==> src/hw/rtl/qrs_pkg.sv <==
`timescale 1ns / 1ps
package qrs_pkg;
   localparam int DefFracBits = 16;
   localparam logic [1:0] KIND_NONE    = 2'd0;
   localparam logic [1:0] KIND_LINEAR  = 2'd1;
   localparam logic [1:0] KIND_REAL    = 2'd2;
   localparam logic [1:0] KIND_COMPLEX = 2'd3;

   typedef struct packed {
      logic signed [31:0] coef_a;
      logic signed [31:0] coef_b;
      logic signed [31:0] coef_c;
   } req_type;

   typedef struct packed {
      logic [1:0]         root_kind;
      logic signed [31:0] first_value;
      logic signed [31:0] second_value;
      logic               overflow;
   } rsp_type;

   // classified job handed from front to back
   typedef struct packed {
      logic [1:0]         kind;
      logic signed [32:0] num1;
      logic signed [32:0] num2;
      logic signed [32:0] den;
      logic [65:0]        dmag;
   } job_type;
endpackage

==> src/hw/rtl/qrs_queue.sv <==
`timescale 1ns / 1ps
module qrs_queue (
   input  logic             clock,
   input  logic             reset,
   input  logic             in_valid,
   output logic             in_ready,
   input  qrs_pkg::job_type in_job,
   output logic             out_valid,
   input  logic             out_ready,
   output qrs_pkg::job_type out_job
);
   import qrs_pkg::*;

   job_type    mem_ff [4];
   logic [1:0] wr_ff, rd_ff;
   logic [2:0] cnt_ff;
   logic       push, pop;

   assign in_ready  = cnt_ff != 3'd4;
   assign out_valid = cnt_ff != 3'd0;
   assign push = in_valid && in_ready;
   assign pop  = out_valid && out_ready;
   assign out_job = mem_ff[rd_ff];

   always_ff @(posedge clock) begin
      if (reset) begin
         wr_ff  <= '0;
         rd_ff  <= '0;
         cnt_ff <= '0;
      end else begin
         if (push) wr_ff <= wr_ff + 2'd1;
         if (pop) rd_ff <= rd_ff + 2'd1;
         cnt_ff <= cnt_ff + 3'(push) - 3'(pop);
      end
      if (push) mem_ff[wr_ff] <= in_job;
   end
endmodule

==> config.mk <==
export PLATFORM = sky130hd
export DESIGN_NAME = qrs_queue
export DESIGN_NICKNAME = d
export VERILOG_FILES = /design/src/hw/rtl/qrs_pkg.sv /design/src/hw/rtl/qrs_queue.sv
export SDC_FILE = /design/constraint.sdc
export NUM_CORES = 1
export LEC_CHECK = 0
export ABC_CLOCK_PERIOD_IN_PS = 5810
export BUFFER_PORTS_ARGS = -buffer_cell sky130_fd_sc_hd__buf_2
export CAP_MARGIN = 20
export CORE_UTILIZATION = 57
export DETAILED_ROUTE_END_ITERATION = 10
export PLACE_DENSITY_LB_ADDON = 0.08
export SLEW_MARGIN = 5
export SYNTH_ARGS = -nofsm -noshare
export SYNTH_HDL_FRONTEND = slang
export SYNTH_SLANG_ARGS = --single-unit
==> constraint.sdc <==
create_clock -name clock -period 5.81 [get_ports clock]
set_input_delay 0.2905 -clock clock [delete_from_list [all_inputs] [get_ports clock]]
set_output_delay 0.2905 -clock clock [all_outputs]
set_load 0.01 [all_outputs]
==> flow_summary.json <==
{
  "syn-num-nets": 1100,
  "vias_per_cell": 5.59,
  "final-max-slew-violation-count": 0,
  "number_of_rows_created_at_floorplan": 75,
  "drt_pass1_iterations": 5,
  "die_area_um2": 44000,
  "maximum_number_of_pins_on_one_net_before_global_route_repair": 102,
  "dp_hpwl_um": 27000,
  "initial_core_util_pct": 58.3,
  "syn2layout_area_growth_pct": 24.5,
  "finish.instance_area_um2": 30600,
  "ys_async_sr_fraction_pct": 0,
  "final-setup-viol-count": 0,
  "detailroute.via_count": 11500,
  "io_buffer_count": 339,
  "synth-edff-count": 668,
  "placed_area_um2": 26800,
  "muxShareOfSynthArea_pct": 15.4,
  "post-route-drc-count": 0,
  "route.detailed.wl_per_inst_um": 22.9,
  "cts_buffers": 68,
  "clock_skew_ps": 12.8,
  "first_pass_grt_wire_length_um": 70600,
  "hold_ws_ps": 168,
  "ant_nets": 0,
  "design.final.nets": 1650,
  "fmaxAchievable_ghz": 0.327,
  "grt_pass1_vias": 12300,
  "criticalPathCategory": "reg2out",
  "cts.root.buffer_cell": "clkbuf_16",
  "dominant_combinational_cell_family_by_area_after_synthesis": "multiplexers",
  "global_route.usage.total_pct": 21.8,
  "finalSetupTns_ps": 0,
  "synth.lib_cells_used.distinct": 25,
  "synth-xor-area-share_pct": 0.107,
  "synthSimpleGateAreaFrac_pct": 0.386,
  "dieWidth_um": 210,
  "finalWorstPathRequiredPeriod_ps": 3060,
  "critPathArrivalTime_ps": 2770,
  "cts_max_level": 3,
  "first_drt_iteration_drcs": 810,
  "startpoint_types": "flip-flop",
  "vdd_drop_max_v": 0.000411,
  "synth_compound_area_share_pct": 0.102,
  "cts_tree": "built",
  "run_status": "completed",
  "place_congestion": 0.740,
  "total_power_mw": 13.3,
  "cts_buffer_depth": 3,
  "ys_seq_elements": 677,
  "synth.avg_cell_area_um2": 26.7,
  "synthDominantCellAreaShare_pct": 81.5,
  "proportion_of_layout_cells_with_a_drive_suffix_above_1_pct": 40.1,
  "yosys_warnings": 0,
  "final_util_pct": 72.6,
  "drv_cap": 0,
  "ys_dominant_reg_cell": "edfxtp_1",
  "critical_path_required_ps": 5520,
  "routed_wl_um": 47200,
  "synth.cell_area_um2": 24600,
  "global_route.overflow_total": 0,
  "slew-limit-headroom_pct": 35.1,
  "tightestPinTransition_ps": 973,
  "synth.area.top_cells": "edfxtp_1 (81%), mux4_2 (15%), dfxtp_1 (0.73%)",
  "clk_pin_slew_worst_paths_ps": 50,
  "cts-resized-gates": 0,
  "postSynthCellCount": 922,
  "worst_setup_path_end_kind": "primary output",
  "clock_sinks": 677,
  "synth_sequential_area_ratio_pct": 82.2,
  "cts_post_setup_buffers_inserted": 0,
  "final_hold_viol_count": 0,
  "pwr_density_cell_nw_per_um2": 433,
  "initial_antenna_violation_count": 5,
  "critPathMaxFanout": 55,
  "post-synth-top-area-cell": "edfxtp_1",
  "leakage_power_nw": 10.4,
  "post_synth_fa_ha_maj_area_fraction_pct": 0.386,
  "post-route-period-util_pct": 52.6,
  "die_height_um": 210,
  "core_area_um2": 42200,
  "hp_class": "in2reg",
  "worst_skew_pair.late_latency_ps": 570,
  "grt_setup_unrepaired": "no",
  "top_level_ports": 340
}
per-stage QoR:
stage | instances | setup WS [ps]
final | 2059 | 2750
after global routing | 2057 | 2620
after CTS | 2056 | 2680
after detailed placement | 1773 | 2880
after global placement | 1773 | 2900
after floorplan | 922 | 554
synthesized netlist by cell type (2+ instances only):
cell type,number
clkbuf_1,5
and2_1,5
dfxtp_1,9
ha_1,6
buf_6,5
buf_2,18
xor2_1,2
nor2_1,8
edfxtp_1,668
nand2b_1,2
mux4_2,167
inv_1,5
buf_8,10
per-layer routing:
layer	wire length, um	GRT usage, %	vias up
met5	25	0	-
met4	1110	7.58	4
met3	3350	5.82	80
met2	24000	35.7	369
met1	18700	28.5	5968
li1	-	-	5094
final cells by class:
| class | count | area, um2 |
|---|---|---|
| fillers | 2483 | 11600 |
| well taps | 539 | 674 |
| flip-flops and latches | 677 | 20200 |
| diodes | 3 | 7.51 |
| multi-input cells | 201 | 4030 |
| inverters | 5 | 18.8 |
| clock inverters | 25 | 209 |
| repair buffers | 519 | 3560 |
| clock buffers | 90 | 1890 |
cell usage in the layout (no fill, tap or decap), types with 2 or more instances in the layout:
| cell type | instances |
|---|---|
| edfxtp_1 | 668 |
| buf_2 | 339 |
| dlygate4sd3_1 | 168 |
| mux4_2 | 167 |
| clkbuf_16 | 73 |
| clkbuf_1 | 17 |
| clkinv_1 | 15 |
| nor2_1 | 8 |
| dfxtp_1 | 7 |
| buf_12 | 7 |
| ha_1 | 6 |
| inv_1 | 5 |
| clkinv_2 | 5 |
| buf_4 | 5 |
| and2_4 | 4 |
| bufinv_16 | 4 |
| diode_2 | 3 |
| xor2_1 | 2 |
| nand2b_1 | 2 |
| dfxtp_4 | 2 |
final timing paths:
kind | start | end | slack (ps) | cells after the start
worst max-delay path | flip-flop | out_job[71] | 2750 | 3
worst min-delay path | out_ready | rd_ff[1]$_SDFFE_PP0P_ | 170 | 4
worst max register to register | cnt_ff[1]$_SDFF_PP0_ | mem_ff[3][151]$_DFFE_PP_ | 2980 | 4
worst min register to register | rd_ff[1]$_SDFFE_PP0P_ | rd_ff[1]$_SDFFE_PP0P_ | 540 | 2
cell families (layout without fill, tap and decap cells):
family,count (synthesis),after routing
flip-flops,677,677
buffers and inverters,44,639
adder cells (fa/ha/maj),7,7
AND/OR/NAND/NOR,19,19
other,0,3
XOR/XNOR,3,3
AO/OA/AOI/OAI,3,3
multiplexers,169,169
report_power, final:
part	total, mW	leakage [nW]	switching, mW	internal (mW)
clock	4.12	1.02	1.67	2.45
sequential	6.13	6.19	0.146	5.98
combinational	3.00	3.14	1.60	1.40
worst max-delay path, stage by stage (launching register included):
cell and delay, ps:
dfxtp_4 750, buf_4 750, mux4_2 460, buf_2 170
sequential cells by signal (all words and copies together) (netlist names), named ones only:
register  count
mem_ff      668
cnt_ff        3
rd_ff         2
wr_ff         2
repair_timing:
| action | CTS | global route |
|---|---|---|
| setup endpoints to repair | 0 | 0 |
| endpoints found under the hold margin | 675 | 0 |
| hold buffers | 168 | 0 |
No activity file was read; power rests on OpenSTA's default activity.
